==> src/design/swb_pkg.sv <==
// Shared types and constants for the sequence window buffer.
// Used by the controller, the datapath and the top level.
`default_nettype none
package swb_pkg;

   // Ring geometry and ack window size
   localparam int ENTRIES    = 256;
   localparam int IDX_W      = $clog2(ENTRIES);
   localparam int ACK_WINDOW = 32;
   localparam int ACK_W      = (ACK_WINDOW > 1) ? $clog2(ACK_WINDOW) : 1;
   localparam int SEQ_W      = 16;
   localparam logic [SEQ_W-1:0] HALF_RANGE = 16'd32768;

   typedef enum logic [1:0] {
      KIND_INSERT  = 2'd0,
      KIND_FIND    = 2'd1,
      KIND_ADVANCE = 2'd2,
      KIND_ACK     = 2'd3
   } kind_type;

   typedef enum logic [1:0] {
      STATUS_OK    = 2'd0,
      STATUS_STALE = 2'd1,
      STATUS_MISS  = 2'd2
   } status_type;

   typedef enum logic [2:0] {
      ST_IDLE,
      ST_DECODE,
      ST_CLEAR,
      ST_WRITE,
      ST_FIND,
      ST_FIND_CHK,
      ST_ACK,
      ST_DONE
   } state_type;

   // Commands from the controller to the datapath
   typedef struct packed {
      logic capture;
      logic set_stale;
      logic clr_all;
      logic clr_init;
      logic clr_step;
      logic write;
      logic rd_issue;
      logic rd_ack;
      logic find_chk;
      logic out_load;
   } cmd_type;

   // Status from the datapath to the controller
   typedef struct packed {
      kind_type kind;
      logic     stale;
      logic     move;
      logic     span_all;
      logic     clr_last;
      logic     ack_last;
      logic     out_free;
   } sts_type;

   // True when a is newer than b with wraparound. A distance of exactly half
   // the range counts as newer only when a is the larger number.
   function automatic logic seq_newer(input logic [SEQ_W-1:0] a,
                                      input logic [SEQ_W-1:0] b);
      logic [SEQ_W-1:0] d;
      d = a - b;
      return (d != '0) && ((d < HALF_RANGE) || ((d == HALF_RANGE) && (a > b)));
   endfunction

endpackage
`default_nettype wire

==> src/design/swb_ctrl.sv <==
// Controller state machine for the sequence window buffer.
// Depends on swb_pkg; drives the datapath through cmd_type.
`default_nettype none
module swb_ctrl (
   input  wire logic             clock,
   input  wire logic             reset,
   input  wire logic             req_valid,
   output logic                  req_ready,
   input  wire swb_pkg::sts_type sts,
   output swb_pkg::cmd_type      cmd
);
   import swb_pkg::*;

   state_type state_ff, state_in;

   // State register
   always_ff @(posedge clock) begin
      if (reset) begin
         state_ff <= ST_IDLE;
      end else begin
         state_ff <= state_in;
      end
   end

   // Next state and commands
   always_comb begin
      state_in  = state_ff;
      cmd       = '0;
      req_ready = 1'b0;
      unique case (state_ff)
         ST_IDLE: begin
            req_ready = 1'b1;
            if (req_valid) begin
               cmd.capture = 1'b1;
               state_in    = ST_DECODE;
            end
         end
         ST_DECODE: begin
            unique case (sts.kind)
               KIND_INSERT, KIND_ADVANCE: begin
                  if (sts.kind == KIND_INSERT && sts.stale) begin
                     cmd.set_stale = 1'b1;
                     state_in      = ST_DONE;
                  end else if (sts.move && sts.span_all) begin
                     cmd.clr_all = 1'b1;
                     state_in    = (sts.kind == KIND_INSERT) ? ST_WRITE : ST_DONE;
                  end else if (sts.move) begin
                     cmd.clr_init = 1'b1;
                     state_in     = ST_CLEAR;
                  end else begin
                     state_in = (sts.kind == KIND_INSERT) ? ST_WRITE : ST_DONE;
                  end
               end
               KIND_FIND: begin
                  state_in = ST_FIND;
               end
               KIND_ACK: begin
                  state_in = ST_ACK;
               end
               default: state_in = ST_DONE;
            endcase
         end
         ST_CLEAR: begin
            cmd.clr_step = 1'b1;
            if (sts.clr_last) begin
               state_in = (sts.kind == KIND_INSERT) ? ST_WRITE : ST_DONE;
            end
         end
         ST_WRITE: begin
            cmd.write = 1'b1;
            state_in  = ST_DONE;
         end
         ST_FIND: begin
            cmd.rd_issue = 1'b1;
            state_in     = ST_FIND_CHK;
         end
         ST_FIND_CHK: begin
            cmd.find_chk = 1'b1;
            state_in     = ST_DONE;
         end
         ST_ACK: begin
            cmd.rd_issue = 1'b1;
            cmd.rd_ack   = 1'b1;
            if (sts.ack_last) begin
               state_in = ST_DONE;
            end
         end
         ST_DONE: begin
            // The last ack read is collected on the first cycle here.
            if (sts.out_free) begin
               cmd.out_load = 1'b1;
               state_in     = ST_IDLE;
            end
         end
         default: state_in = ST_IDLE;
      endcase
   end

endmodule
`default_nettype wire

==> config.mk <==
export PLATFORM = sky130hd
export DESIGN_NAME = swb_ctrl
export DESIGN_NICKNAME = d
export VERILOG_FILES = /design/src/design/swb_pkg.sv /design/src/design/swb_ctrl.sv
export SDC_FILE = /design/constraint.sdc
export NUM_CORES = 1
export LEC_CHECK = 0
export BUFFER_PORTS_ARGS = -buffer_cell sky130_fd_sc_hd__buf_2
export CORE_AREA = 2 2 39 41
export CTS_CLUSTER_SIZE = 28
export DETAILED_ROUTE_END_ITERATION = 16
export DIE_AREA = 0 0 41 43
export GPL_ROUTABILITY_DRIVEN = 0
export MAX_ROUTING_LAYER = met4
export PLACE_DENSITY_LB_ADDON = 0.25
export SLEW_MARGIN = 15
export SYNTH_ARGS = -nofsm -noshare
export SYNTH_HDL_FRONTEND = slang
export SYNTH_SLANG_ARGS = --single-unit
==> constraint.sdc <==
create_clock -name clock -period 1.4 [get_ports clock]
set_input_delay 0.28 -clock clock [delete_from_list [all_inputs] [get_ports clock]]
set_output_delay 0.28 -clock clock [all_outputs]
set_load 0.005 [all_outputs]
* After elaboration in Yosys (flattened, before gate mapping)
Cells that the tools add are included.
W data, S select, Z words.
** Storage, ports and cells
- Output and inout bits :: 11
- Flip-flop bits (word level) :: 3
** Cells by class
- Multiplexer cells :: 27
- Reductions and logical operators :: 8
- Eq/ne operators :: 14
** Operator list (number)
- $mux W3 :: 10
- $pmux W3 S7 :: 1
- $mux W1 :: 14
- $eq A3 B3 Y1 const B :: 4
- $pmux W3 S3 :: 1
- $ne A2 B2 Y1 const B :: 4
- $eq A3 B2 Y1 const B :: 2
- $reduce_or A2 Y1 :: 3
- $eq A2 B2 Y1 const B :: 2
- $reduce_and A4 Y1 :: 1
- $eq A3 B1 Y1 const B :: 1
- $logic_not A3 Y1 :: 1
- $eq A2 B1 Y1 const B :: 1
- $logic_and A1 B1 Y1 :: 2
- $logic_not A2 Y1 :: 1
- $mux W2 :: 1

* Longest topological paths before layout
- Depth after elaboration :: 7
- Gate-level depth with buffers :: 5
- Gate-level depth less buffers :: 4

* Worst setup path after synthesis
No wires, ideal clock.
- Path type :: register -> output
- Start :: register state_ff[1]
- End :: output cmd[9] (netlist name)
- Setup slack :: 189 ps
- Data arrival time :: 931 ps
- Path buffers :: 1
- Required time :: 1120 ps
- Stages on the path, launching flop included :: 4
- Path through :: dfxtp_1 > clkbuf_1 > nor3_1 > and2_1
** RTL lines
- start: declaration :: line swb_ctrl.sv:14 : state_type state_ff, state_in;
- start signal: assignment :: line swb_ctrl.sv:21 : state_ff <= state_in;
- end: declaration :: line swb_ctrl.sv:10 : output swb_pkg::cmd_type cmd

==> summary.txt <==
Synth Area in Adders -> 0%
Iter 0 DRT Violations -> 7
Hold Buf Count CTS -> 0
dpl ws -> 0.148 ns
ANT nets after route -> 0
DR WL/cell -> 10.1 um
area of the multi-input gates -> 235 um2
CP Launch Type -> flip-flop
Synth area leader -> dfxtp_1
layout cells sized above 1 -> 56.5%
final worst-path setup slack -> -0.0435 ns
# fillers -> 153
GR Overflow Total -> 0
Via density -> 4.52
Power, Total -> 0.589 mW
number of setup violations in the final report -> 2
CTS max path bufs -> 2
width of the die -> 41 um
Max Fclk -> 693 MHz
Leak Pwr -> 0.249 nW
largest family of logic cells by synthesized area -> simple AND/OR/NAND/NOR gates
core area -> 0.00138 mm2
Hold Crit Class -> in -> reg
Worst-Skew Late Latency -> 0.24 ns
commonest non-fill, non-tap cell in the layout -> buf_2
Mapped Cells -> 42
area grow syn2layout -> 66.0%
wire length on met3 -> 67 um
Core Util, Final -> 35.7%
clk slew on worst S/H paths -> 0.04 ns
Final period util -> 103%
Synth area leaders -> dfxtp_1 (20%), nor2_1 (8.8%), nor3_1 (6.7%)
# rows -> 14
Compound-Gate Fraction of Synth Area -> 22.7%
WL final -> 857 um
Slew Limit Headroom -> 78.9%
setup TNS -> -0.0535 ns
routed length on met2 -> 401 um
first-pass GRT wire length -> 1330 um
pin count of the biggest net entering global routing -> 12
RSZ-0062 raised after global routing -> yes
crit path max fanout -> 4
Critical Path End Type -> output port
Metal-1 WL -> 361 um
final hold violations -> 0
violated checks -> setup timing
htree depth -> 1
Final min period -> 1.44 ns
ANT cells -> 0
clk sinks -> 3
die area -> 0.00176 mm2
Max-Cap Viols -> 0
Peak VDD IR -> 0.261 mV
Yosys cell types -> 25
most frequent cells in the layout -> buf_2 (21), nor2_1 (6), buf_4 (5)
Mapped Nets -> 53
GRT Util Overall -> 11.7%
CTS tree -> yes
Post-Syn Area -> 298 um2
measured slew at the worst slew-check pin -> 0.315 ns
#FFs+latches synth -> 3
post-synthesis sequential area ratio -> 20.2%
initial antenna violation count -> 0
Vias -> 384
vias in the first global route -> 336
Synth warnings -> 0
Initial Util -> 21.5%
Avg Cell Area, Syn -> 7.09 um2
HPWL after DPL -> 644 um
PortBufs -> 21
# nets final -> 81
critical path required time -> 1.12 ns
boundary pin count -> 22
Simple-Gate Fraction of Synth Area -> 47.1%
critical path class -> reg -> out
Worst Skew -> 0.00752 ns
mux share of post-synthesis cell area -> 3.36%
Post-Synth XOR/XNOR Area -> 0%
highest metal layer with signal wires -> met4
Pwr per Cell Area -> 1190 mW/mm2
status -> complete, but fails checks
cts bufs inserted -> 3
Yosys top cell area share -> 20.2%
Die Y -> 43 um
residual DRC count -> 0
critical path arrival -> 1.16 ns
sequential cell area -> 66.3 um2
Top Registers -> state_ff: 3 flops
Max Slew Vio Count -> 0
Detailed Routing Iterations Pass 1 -> 3
max FFs per register -> 3
Root Buffer -> clkbuf_4
Largest Register -> state_ff
worst max-delay path: stages, from the launching register on:
cell and delay, ns:
dfxtp_4 0.35, nor2_4 0.08, nand3b_1 0.15, nor3_1 0.20, buf_2 0.13
power breakdown:
group          leakage, nW  total, mW  internal, mW  switching [mW]
sequential          0.0261      0.141         0.113          0.0286
clock               0.0150      0.158         0.107          0.0510
combinational        0.208      0.289         0.153           0.136
through the flow:
stage          std cells  hold WS (ns)  area [um2]
2_1_floorplan         42         0.458         298
3_3_place_gp          79         0.577         429
3_5_place_dp          79         0.568         429
4_1_cts               84         0.343         472
5_1_grt               85         0.359         494
6_report              85         0.353         494
area by class of cell:
class | instances | area share (%)
Clock buffer | 4 | 5.32
Tap cell | 16 | 4.05
Inverter | 1 | 0.759
Timing Repair Buffer | 26 | 28.9
Sequential cell | 3 | 13.4
Multi-Input combinational cell | 35 | 47.6
synth_stat cells:
library cell and number:
buf_4 1, buf_2 1, mux2i_1 1, o21ai_0 2
clkbuf_1 1, nor3b_1 1, dfxtp_1 3, nand2b_1 1
a311oi_2 1, nor2_1 7, a31o_1 1, and2_4 1
a2111oi_2 1, inv_1 1, a211oi_1 1, and3_1 1
and2_1 1, nand2_1 4, nor3_1 4, or2_4 1
a21oi_1 1, o22ai_1 1, nand3b_1 1, nor2b_1 3
and3b_1 1
repair_timing:
action	4_1_cts	5_1_grt
setup buffers	1	1
pin swaps	4	3
cloned	0	0
endpoints found under the setup margin	7	9
resized for setup	3	5
routing by layer:
layer / vias up / track usage (%)
met1: 164 / 13.1
met2: 17 / 17.2
met5: - / -
li1: 200 / -
met4: 0 / 10.0
met3: 3 / 1.57
logic make-up (layout without fill, tap and decap cells):
group                  count (synthesis)  count (layout)
AO/OA/AOI/OAI                          8               8
buffers and inverters                  4              31
flip-flops                             3               3
multiplexers                           1               1
AND/OR/NAND/NOR                       26              26
worst paths after layout:
check                              to  slack (ns)                      from  depth (start not counted)
max                            cmd[6]       -0.04  state_ff[2]$_SDFFE_PP0P_                          4
min          state_ff[2]$_SDFFE_PP0P_        0.35                     reset                          3
max reg2reg  state_ff[0]$_SDFFE_PP0P_        0.20  state_ff[2]$_SDFFE_PP0P_                          4
min reg2reg  state_ff[0]$_SDFFE_PP0P_        0.53  state_ff[0]$_SDFFE_PP0P_                          1
No activity file was read; power rests on OpenSTA's default activity.
